$ cat src/sv/scld_pkg.sv
// Shared types, character codes and helpers for the serial command line decoder.
// No dependencies; every other file refers to this package by scoped names.
package scld_pkg;

   localparam int LINE_LEN = 9;
   localparam int CNT_W    = $clog2(LINE_LEN + 1);
   localparam int IDX_W    = $clog2(LINE_LEN);
   localparam int WIN_LEN  = 5;

   localparam logic [7:0] CH_LF    = 8'd10;
   localparam logic [7:0] CH_CR    = 8'd13;
   localparam logic [7:0] CH_DASH  = 8'd45;
   localparam logic [7:0] CH_COLON = 8'd58;
   localparam logic [7:0] CH_0     = 8'd48;
   localparam logic [7:0] CH_1     = 8'd49;
   localparam logic [7:0] CH_2     = 8'd50;
   localparam logic [7:0] CH_B     = 8'd66;
   localparam logic [7:0] CH_C     = 8'd67;
   localparam logic [7:0] CH_M     = 8'd77;

   localparam logic [31:0] TAG_MOD = "MOD:";
   localparam logic [31:0] TAG_MSK = "MSK:";
   localparam logic [31:0] TAG_ARM = "ARM:";
   localparam logic [31:0] TAG_LED = "LED:";

   // -48*111 folded modulo 256
   localparam logic [7:0] ANGLE_BIAS  = 8'd48;
   localparam logic [7:0] ANGLE_MAX   = 8'd180;
   localparam logic [7:0] ANGLE_RESET = 8'd90;
   localparam logic [7:0] MASK_RESET  = 8'd0;

   localparam int FLAG_MASK = 0;
   localparam int FLAG_ARM  = 1;
   localparam int FLAG_LED  = 2;

   typedef enum logic [1:0] {
      MODE_MANUAL = 2'd0,
      MODE_SERIAL = 2'd1,
      MODE_STORED = 2'd2
   } mode_type;

   typedef logic [WIN_LEN-1:0][7:0] window_type;

   typedef struct packed {
      logic       data_we;
      logic       eol;
      logic [7:0] rx_byte;
   } step_type;

   typedef struct packed {
      logic [1:0] mode;
      logic       mask_open;
      logic       arm_first_pose;
      logic       led_on;
      logic [7:0] base_angle;
      logic [7:0] elbow_angle;
      logic [7:0] mask_angle;
   } result_type;

   function automatic logic match4(input window_type w, input logic [31:0] tag);
      return (w[0] == tag[31:24]) && (w[1] == tag[23:16]) &&
             (w[2] == tag[15:8]) && (w[3] == tag[7:0]);
   endfunction

endpackage

$ cat src/sv/scld_line_buf.sv
// Line store and character count; presents the first positions of the line.
// Depends on scld_pkg.
module scld_line_buf (
   input  logic                  clock,
   input  logic                  reset,
   input  scld_pkg::step_type    step,
   output scld_pkg::window_type  win
);

   logic [7:0]                store_ff [scld_pkg::LINE_LEN];
   logic [scld_pkg::CNT_W-1:0] count_ff;
   logic [scld_pkg::CNT_W-1:0] count_in;
   logic                       room;

   assign room = (count_ff < scld_pkg::CNT_W'(scld_pkg::LINE_LEN));

   always_comb begin
      count_in = count_ff;
      if (step.eol) begin
         count_in = '0;
      end else if (step.data_we && room) begin
         count_in = count_ff + scld_pkg::CNT_W'(1);
      end
   end

   always_ff @(posedge clock) begin
      if (reset) begin
         count_ff <= '0;
      end else begin
         count_ff <= count_in;
      end
   end

   always_ff @(posedge clock) begin
      if (reset || step.eol) begin
         for (int i = 0; i < scld_pkg::LINE_LEN; i++) begin
            store_ff[i] <= scld_pkg::CH_DASH;
         end
      end else if (step.data_we && room) begin
         store_ff[count_ff[scld_pkg::IDX_W-1:0]] <= step.rx_byte;
      end
   end

   // line end position reads as zero
   always_comb begin
      for (int p = 0; p < scld_pkg::WIN_LEN; p++) begin
         win[p] = (count_ff == scld_pkg::CNT_W'(p)) ? 8'd0 : store_ff[p];
      end
   end

endmodule

$ cat src/sv/scld_cmd_regs.sv
// Command decode and control registers (mode, flags, servo angles).
// Depends on scld_pkg; takes the line window from scld_line_buf.
module scld_cmd_regs (
   input  logic                  clock,
   input  logic                  reset,
   input  logic                  eol,
   input  scld_pkg::window_type  win,
   output scld_pkg::result_type  res_in
);

   scld_pkg::mode_type mode_ff, mode_in;
   logic [2:0]         flags_ff, flags_in;
   logic [7:0]         base_ff, base_in;
   logic [7:0]         elbow_ff, elbow_in;
   logic [7:0]         mask_ff, mask_in;
   logic [7:0]         raw_angle;
   logic [7:0]         angle;
   logic               active;
   logic               angle_cmd;

   assign raw_angle = win[2] * 8'd100 + win[3] * 8'd10 + win[4] + scld_pkg::ANGLE_BIAS;
   assign angle     = (raw_angle > scld_pkg::ANGLE_MAX) ? scld_pkg::ANGLE_MAX : raw_angle;
   assign angle_cmd = (win[1] == scld_pkg::CH_COLON);

   always_comb begin
      mode_in = mode_ff;
      if (scld_pkg::match4(win, scld_pkg::TAG_MOD)) begin
         unique case (win[4])
            scld_pkg::CH_0: mode_in = scld_pkg::MODE_MANUAL;
            scld_pkg::CH_1: mode_in = scld_pkg::MODE_SERIAL;
            scld_pkg::CH_2: mode_in = scld_pkg::MODE_STORED;
            default:        mode_in = mode_ff;
         endcase
      end
   end

   assign active = (mode_in == scld_pkg::MODE_SERIAL) || (mode_in == scld_pkg::MODE_STORED);

   always_comb begin
      flags_in = flags_ff;
      base_in  = base_ff;
      elbow_in = elbow_ff;
      mask_in  = mask_ff;
      if (active) begin
         priority if (scld_pkg::match4(win, scld_pkg::TAG_MSK) && win[4] == scld_pkg::CH_0) begin
            flags_in[scld_pkg::FLAG_MASK] = 1'b0;
         end else if (scld_pkg::match4(win, scld_pkg::TAG_MSK) &&
                      win[4] == scld_pkg::CH_1) begin
            flags_in[scld_pkg::FLAG_MASK] = 1'b1;
         end else if (scld_pkg::match4(win, scld_pkg::TAG_ARM) &&
                      win[4] == scld_pkg::CH_0) begin
            flags_in[scld_pkg::FLAG_ARM] = 1'b0;
         end else if (scld_pkg::match4(win, scld_pkg::TAG_ARM) &&
                      win[4] == scld_pkg::CH_1) begin
            flags_in[scld_pkg::FLAG_ARM] = 1'b1;
         end else if (scld_pkg::match4(win, scld_pkg::TAG_LED) &&
                      win[4] == scld_pkg::CH_0) begin
            flags_in[scld_pkg::FLAG_LED] = 1'b0;
         end else if (scld_pkg::match4(win, scld_pkg::TAG_LED) &&
                      win[4] == scld_pkg::CH_1) begin
            flags_in[scld_pkg::FLAG_LED] = 1'b1;
         end else begin
            flags_in = flags_ff;
         end
         if (angle_cmd && win[0] == scld_pkg::CH_B) begin
            base_in = angle;
         end
         if (angle_cmd && win[0] == scld_pkg::CH_C) begin
            elbow_in = angle;
         end
         if (angle_cmd && win[0] == scld_pkg::CH_M) begin
            mask_in = angle;
         end
      end
   end

   always_ff @(posedge clock) begin
      if (reset) begin
         mode_ff  <= scld_pkg::MODE_MANUAL;
         flags_ff <= '0;
         base_ff  <= scld_pkg::ANGLE_RESET;
         elbow_ff <= scld_pkg::ANGLE_RESET;
         mask_ff  <= scld_pkg::MASK_RESET;
      end else if (eol) begin
         mode_ff  <= mode_in;
         flags_ff <= flags_in;
         base_ff  <= base_in;
         elbow_ff <= elbow_in;
         mask_ff  <= mask_in;
      end
   end

   always_comb begin
      res_in.mode           = mode_in;
      res_in.mask_open      = flags_in[scld_pkg::FLAG_MASK];
      res_in.arm_first_pose = flags_in[scld_pkg::FLAG_ARM];
      res_in.led_on         = flags_in[scld_pkg::FLAG_LED];
      res_in.base_angle     = base_in;
      res_in.elbow_angle    = elbow_in;
      res_in.mask_angle     = mask_in;
   end

endmodule

$ cat src/sv/serial_command_line_decoder_unit.sv
// Top level of the serial command line decoder: input register, line store,
// command decode and result register. Depends on scld_pkg, scld_line_buf, scld_cmd_regs.
//
// Usage:
//   req_* carries one received byte per item. Bytes other than 10 and 13 are
//   collected into the line (extra bytes past the line length are dropped);
//   10 or 13 ends the line and produces exactly one rsp_* item holding mode,
//   the three flags and the three servo angles after the decode.
//   A line end byte passes the input register and then the result register before
//   it shows as rsp_valid. Throughput: one byte per cycle while req_stall is low,
//   set by the single decode step between the input register and the result register.
//   rsp_stall holds the result register; data bytes keep flowing while it
//   is held, and req_stall rises only when a line end reaches the decode
//   step with the previous result still untaken.
//   Reset fills the line with '-', clears the count, sets mode 0, flags 0,
//   base and elbow to 90 and mask angle to 0, and empties both stages.
module serial_command_line_decoder_unit (
   input  logic       clock,
   input  logic       reset,
   input  logic       req_valid,
   output logic       req_stall,
   input  logic [7:0] req_rx_byte,
   output logic       rsp_valid,
   input  logic       rsp_stall,
   output logic [1:0] rsp_mode,
   output logic       rsp_mask_open,
   output logic       rsp_arm_first_pose,
   output logic       rsp_led_on,
   output logic [7:0] rsp_base_angle,
   output logic [7:0] rsp_elbow_angle,
   output logic [7:0] rsp_mask_angle
);

   logic                 in_valid_ff;
   logic [7:0]           in_byte_ff;
   logic                 in_eol;
   logic                 proc_go;
   logic                 rsp_valid_ff;
   scld_pkg::result_type rsp_ff;
   scld_pkg::result_type res_in;
   scld_pkg::step_type   step;
   scld_pkg::window_type win;

   assign in_eol  = (in_byte_ff == scld_pkg::CH_LF) || (in_byte_ff == scld_pkg::CH_CR);
   assign proc_go = in_valid_ff && (!in_eol || !rsp_valid_ff || !rsp_stall);
   assign req_stall = in_valid_ff && !proc_go;

   assign step.data_we = proc_go && !in_eol;
   assign step.eol     = proc_go && in_eol;
   assign step.rx_byte = in_byte_ff;

   always_ff @(posedge clock) begin
      if (reset) begin
         in_valid_ff <= 1'b0;
      end else if (!req_stall) begin
         in_valid_ff <= req_valid;
      end
   end

   always_ff @(posedge clock) begin
      if (req_valid && !req_stall) begin
         in_byte_ff <= req_rx_byte;
      end
   end

   scld_line_buf u_line_buf (
      .clock (clock),
      .reset (reset),
      .step  (step),
      .win   (win)
   );

   scld_cmd_regs u_cmd_regs (
      .clock  (clock),
      .reset  (reset),
      .eol    (step.eol),
      .win    (win),
      .res_in (res_in)
   );

   always_ff @(posedge clock) begin
      if (reset) begin
         rsp_valid_ff <= 1'b0;
      end else if (step.eol) begin
         rsp_valid_ff <= 1'b1;
      end else if (!rsp_stall) begin
         rsp_valid_ff <= 1'b0;
      end
   end

   always_ff @(posedge clock) begin
      if (step.eol) begin
         rsp_ff <= res_in;
      end
   end

   assign rsp_valid          = rsp_valid_ff;
   assign rsp_mode           = rsp_ff.mode;
   assign rsp_mask_open      = rsp_ff.mask_open;
   assign rsp_arm_first_pose = rsp_ff.arm_first_pose;
   assign rsp_led_on         = rsp_ff.led_on;
   assign rsp_base_angle     = rsp_ff.base_angle;
   assign rsp_elbow_angle    = rsp_ff.elbow_angle;
   assign rsp_mask_angle     = rsp_ff.mask_angle;

endmodule
$ cat config.mk
export PLATFORM = sky130hd
export DESIGN_NAME = serial_command_line_decoder_unit
export DESIGN_NICKNAME = d
export VERILOG_FILES = /design/src/sv/scld_pkg.sv /design/src/sv/scld_line_buf.sv /design/src/sv/scld_cmd_regs.sv /design/src/sv/serial_command_line_decoder_unit.sv
export SDC_FILE = /design/constraint.sdc
export NUM_CORES = 1
export LEC_CHECK = 0
export ABC_AREA = 0
export CAP_MARGIN = 15
export CORE_MARGIN = 5
export CORE_UTILIZATION = 50
export CTS_BUF_LIST = sky130_fd_sc_hd__clkbuf_4 sky130_fd_sc_hd__clkbuf_8
export DETAILED_ROUTE_END_ITERATION = 12
export DONT_BUFFER_PORTS = 1
export PLACE_DENSITY = 0.73
export SYNTH_ARGS = -nofsm -noshare
export SYNTH_HDL_FRONTEND = slang
export SYNTH_SLANG_ARGS = --single-unit
$ cat constraint.sdc
create_clock -name clock -period 6 [get_ports clock]
set_input_delay 0.3 -clock clock [delete_from_list [all_inputs] [get_ports clock]]
set_output_delay 0.3 -clock clock [all_outputs]
set_load 0.05 [all_outputs]
# ---- Word level (Yosys, flattened, before mapping)
# Memories as Yosys holds them, arrays and structs flattened.
# Cells that the tools add are included.
dict set report classes {
  n_addsub 4
  multipliers 2
  n_lt_le_gt_ge 2
  n_eq_ne 26
  n_mux 35
  n_reduce_logical 40
}
# operator n
set ops {}
lappend ops {{8-bit 2-to-1 mux} 13}
lappend ops {{8-bit by 7-bit == test with 1-bit output (second input constant)} 12}
lappend ops {{8-bit by 6-bit == test with 1-bit output (second input constant)} 5}
lappend ops {{1-bit logical AND} 27}
lappend ops {{8-bit adder} 2}
lappend ops {{8-bit by 4-bit == test with 1-bit output (second input constant)} 2}
lappend ops {{1-bit 2-to-1 mux} 16}
lappend ops {{8-bit by 6-bit adder with 8-bit output (second input constant)} 1}
lappend ops {{4-bit by 2-bit == test with 1-bit output (second input constant)} 2}
lappend ops {{8-bit greater-than comparator (second input constant)} 1}
lappend ops {{8-bit by 3-bit multiplier with 7-bit output (second input constant)} 1}
lappend ops {{8-bit by 5-bit multiplier with 6-bit output (second input constant)} 1}
lappend ops {{8-bit OR reduction} 1}
lappend ops {{2-bit 2-to-1 mux} 3}
lappend ops {{2-bit one-hot mux with 3 select lines} 1}
lappend ops {{1-bit zero test} 5}
lappend ops {{1-bit logical OR} 5}
lappend ops {{4-bit by 1-bit adder with 4-bit output (second input constant)} 1}
lappend ops {{4-bit by 1-bit == test with 1-bit output (second input constant)} 1}
lappend ops {{4-bit by 3-bit == test with 1-bit output (second input constant)} 1}
lappend ops {{4-bit zero test} 1}
lappend ops {{4-bit less-than comparator (second input constant)} 1}
lappend ops {{4-bit 2-to-1 mux} 1}
lappend ops {{3-bit 2-to-1 mux} 1}
lappend ops {{other kinds (4)} 4}
dict set report totals {
  ff_bits 72
  mem_bits_rw 72
  in_bits 12
  elab_cells 126
  n_memories 1
}
# memory words width rd rd_ports_with_merged_regs write_ports line_no
set mem_list {}
lappend mem_list {u_line_buf.store_ff 9 8 5 0 9 scld_line_buf.sv:10} ;# logic [7:0] store_ff [scld_pkg::LINE_LEN];

# ---- Depth between registers and ports, before layout
dict set report logic_depth {
  depth_word 14
  depth_mapped 20
  depth_no_buf 18
}

# ---- Hierarchy
# Synthesis repeated with hierarchy kept, for this count alone.
dict set report hier_totals {
  hier_cells 547
  hier_area_um2 5791.8
}
# module n_inst cells_each area_each_um2 seq_area_each_um2
set modules_own_cells {}
lappend modules_own_cells {scld_cmd_regs 1 310 2461.1 580.6}
lappend modules_own_cells {scld_line_buf 1 181 2054.5 1281.2}
lappend modules_own_cells {serial_command_line_decoder_unit 1 56 1276.2 1151.1}

# ---- Worst setup path after synthesis
# No wires, ideal clock.
dict set report synth_timing {
  kind {reg-to-reg}
  from {register u_line_buf.count_ff[1] (netlist bit)}
  to {register rsp_ff, in the netlist rsp_elbow_angle[6], data pin}
  setup_time_ns 0.154
  arrival_ns 4.879
  required_ns 5.846
  setup_slack_ns 0.967
  stages_incl_launch_ff 20
  period_less_slack_ns 5.033
  path_cell_list {dfxtp_1 ha_1 or3b_1 clkbuf_1 and2_1 ha_1 ha_1 inv_1 fa_1 ha_1 fa_1 inv_1 ha_1 a21o_1 a21oi_1 xnor3_1 xnor2_2 buf_2 nand2_1 o21ai_0}
}
# element line_no
set synth_lines {}
lappend synth_lines {{start: declaration} scld_line_buf.sv:11} ;# logic [scld_pkg::CNT_W-1:0] count_ff;
lappend synth_lines {{start signal: assignment} scld_line_buf.sv:30} ;# count_ff <= count_in;
lappend synth_lines {{end signal: assignment} serial_command_line_decoder_unit.sv:93} ;# rsp_ff <= res_in;
lappend synth_lines {{end: declaration} serial_command_line_decoder_unit.sv:39} ;# scld_pkg::result_type rsp_ff;

==> results.json <==
{
  "cts-buffers-inserted": 9,
  "port_buffers": 0,
  "synth_top_area_share_pct": 39.8,
  "placed_cell_area_um2": 5930,
  "cts_tree": "done",
  "drt_iter0_drc": 212,
  "synthMuxAreaShare_pct": 1.89,
  "path_cells": "ha_1 > or3b_1 > and2_1 > ha_1 > ha_1 > inv_1 > fa_1 > ha_1 > fa_1 > inv_1 > ha_1 > a21o_1 > a21oi_1 > xnor3_1 > xor2_2 > a21oi_1 > o21ai_0",
  "die_w_um": 118,
  "grt.overflow.total": 0,
  "dp_slack_ns": 0.323,
  "synth-main-ff-cell": "edfxtp_1",
  "grt_pass1_vias": 4023,
  "synth-simple-area-share_pct": 21.2,
  "path_class": "register to register",
  "path_common_cell": "ha_1",
  "worstPathRequired_ns": 6.12,
  "async_reset_ff_share_pct": 0,
  "place_congestion": 0.945,
  "synth_fp_nets": 584,
  "fill_cells": 974,
  "synth_area_leaders": "edfxtp_1 (40%), dfxtp_1 (12%), ha_1 (5.8%)",
  "ir_drop_uv": 205,
  "hold_class": "input pin to register",
  "yosysWarningCount": 0,
  "die-height_um": 118,
  "cts_max_path_buffers": 2,
  "initial_core_util_pct": 50.9,
  "yosysSeqAreaShare_pct": 51.8,
  "tightest_slew_ns": 0.983,
  "vias_per_cell": 5.85,
  "slowest_delay_ns": 0.53,
  "post-route-period-util_pct": 91.6,
  "num_vias": 4037,
  "stdcell_area_um2": 6230,
  "p_per_area_nw_per_um2": 278,
  "finalPower_w": 0.00173,
  "utilization_pct": 54.6,
  "synth_xor_area_share_pct": 3.51,
  "ant_nets": 0,
  "startpoint_type": "register",
  "rows": 39,
  "synthCells": 538,
  "drive_above_1_share_pct": 5.67,
  "synthAdderAreaFrac_pct": 8.22,
  "skew_ns": 0.0100,
  "grt_max_degree": 39,
  "synth_top_family_by_area": "simple AND/OR/NAND/NOR gates",
  "die-area_um2": 13900,
  "nets": 588,
  "wl_per_cell_um": 19.0,
  "grt_usage_pct": 19.3,
  "wirelength_um": 13100,
  "cpLargestDelayFamily": "adder cells",
  "slew-limit-headroom_pct": 34.2,
  "diodes": 0,
  "synth_cell_type_count": 60,
  "clk_pin_slew_ns": 0.10,
  "cts_sinks": 112,
  "finalCriticalPeriod_ns": 5.50,
  "netlist_area_um2": 5820,
  "critPathBufInv": 2,
  "cp_slowest_cell": "or3b_1",
  "layout_commonest_cell": "edfxtp_1",
  "grt_pass1_wl_um": 21100,
  "cts-root-buf": "clkbuf_8",
  "layout_common_cells": "edfxtp_1 (77), nand2_1 (50), dfxtp_1 (35), and2_1 (33), nor2_1 (31)",
  "syn2layout_area_growth_pct": 7.18,
  "rsz0062_at_grt": "no",
  "post-route-drc-count": 0,
  "cp.arrival_ns": 5.61,
  "setup_ws_ns": 0.504,
  "crit_fanout": 12,
  "pin_count": 43,
  "antenna_found_initial": 0,
  "setup_viol": 0,
  "hpwl_um": 9500,
  "p_leak_nw": 2.19,
  "fin_setup_tns_ns": 0,
  "syn_area_per_cell_um2": 10.8,
  "synth_edf_count": 77,
  "clkLatencyLatePin_ns": 0.39,
  "slew_viol_final": 0,
  "fmax_ghz": 0.182,
  "coreArea_um2": 11400,
  "seqCellArea_um2": 3010,
  "htreeDepth": 3,
  "maxCapViolations": 0,
  "synth_top_area_cell": "edfxtp_1",
  "dr.pass1.iters": 5,
  "multi_input_area_um2": 2620,
  "cp-end-kind": "register",
  "synth_compound_area_share_pct": 10.0,
  "ys_ff_latch": 112,
  "outcome": "complete, no violations",
  "hold_viol": 0
}
[cell usage after synthesis (all sizes together), types with 8 or more instances]
cell type	count
edfxtp	77
xnor2	14
a211oi	8
nand2	50
clkbuf	11
buf	9
inv	27
mux2i	11
nand4	10
o21ai	33
and2	33
dfxtp	35
o211ai	8
nor2	32
ha	27
a21oi	25
or3	26
nand2b	10
nor3	15
[cells by family (layout without fill, tap and decap cells)]
family	Yosys count	after routing
xor+xnor	20	20
compound gates	95	95
fa+ha+maj	34	34
simple gates	219	219
flops	112	112
mux	11	11
buf+inv	47	56
[routing by layer]
| metal | track usage [%] | share of wire, % | up-vias |
|---|---|---|---|
| met5 | 0 | 0 | - |
| met4 | 6.31 | 1.8 | 0 |
| met3 | 3.75 | 4.4 | 19 |
| met2 | 33.3 | 51 | 131 |
| met1 | 24.2 | 43 | 1941 |
| li1 | - | - | 1946 |
[sequential cells by signal, indices dropped and copies added (netlist names), 8 cells and up]
signal and cells:
in_byte_ff 8, rsp_base_angle 8, rsp_elbow_angle 8, rsp_mask_angle 8, u_cmd_regs.base_ff 8, u_cmd_regs.elbow_ff 8
u_cmd_regs.mask_ff 8, u_line_buf.store_ff 40
[final timing paths]
path	start	endpoint	slack [ns]	depth (start not counted)
worst min register to register	u_cmd_regs.mask_ff[0]	u_cmd_regs.mask_ff[0]	0.48	2
worst min-delay path	reset	u_cmd_regs.base_ff[6]	0.03	2
worst max-delay path	u_line_buf.count_ff[1]	rsp_mask_angle[4]	0.50	17
worst max register to register	u_line_buf.count_ff[1]	rsp_mask_angle[4]	0.50	17
[what timing repair did]
action	in CTS	in global routing
buffers inserted	0	0
setup endpoints to repair	0	3
hold buffers	10	0
hold endpoints to repair	29	0
resized for setup	0	1
[per-stage QoR]
step                      hold WS [ns]  std cells
after CTS                       0.0124        690
after floorplan                  0.399        538
after global placement           0.376        664
final                           0.0277        690
after detailed placement         0.379        664
after global routing           0.00876        690
[layout make-up]
cell class | count | share of cell area, %
inverters | 27 | 1.63
clock buffers | 10 | 2.11
repair buffers | 13 | 1.97
multi-input cells | 379 | 42.0
flip-flops and latches | 112 | 48.3
clock inverters | 6 | 1.06
well taps | 143 | 2.87
[where the power goes]
group / switching, W / internal, W / total (W)
clock network: 0.000258 / 0.000200 / 0.000459
registers: 0.0000173 / 0.000834 / 0.000851
logic: 0.000277 / 0.000145 / 0.000422
total: 0.000553 / 0.00118 / 0.00173
Note: power is estimated with default switching activity, not from simulation.
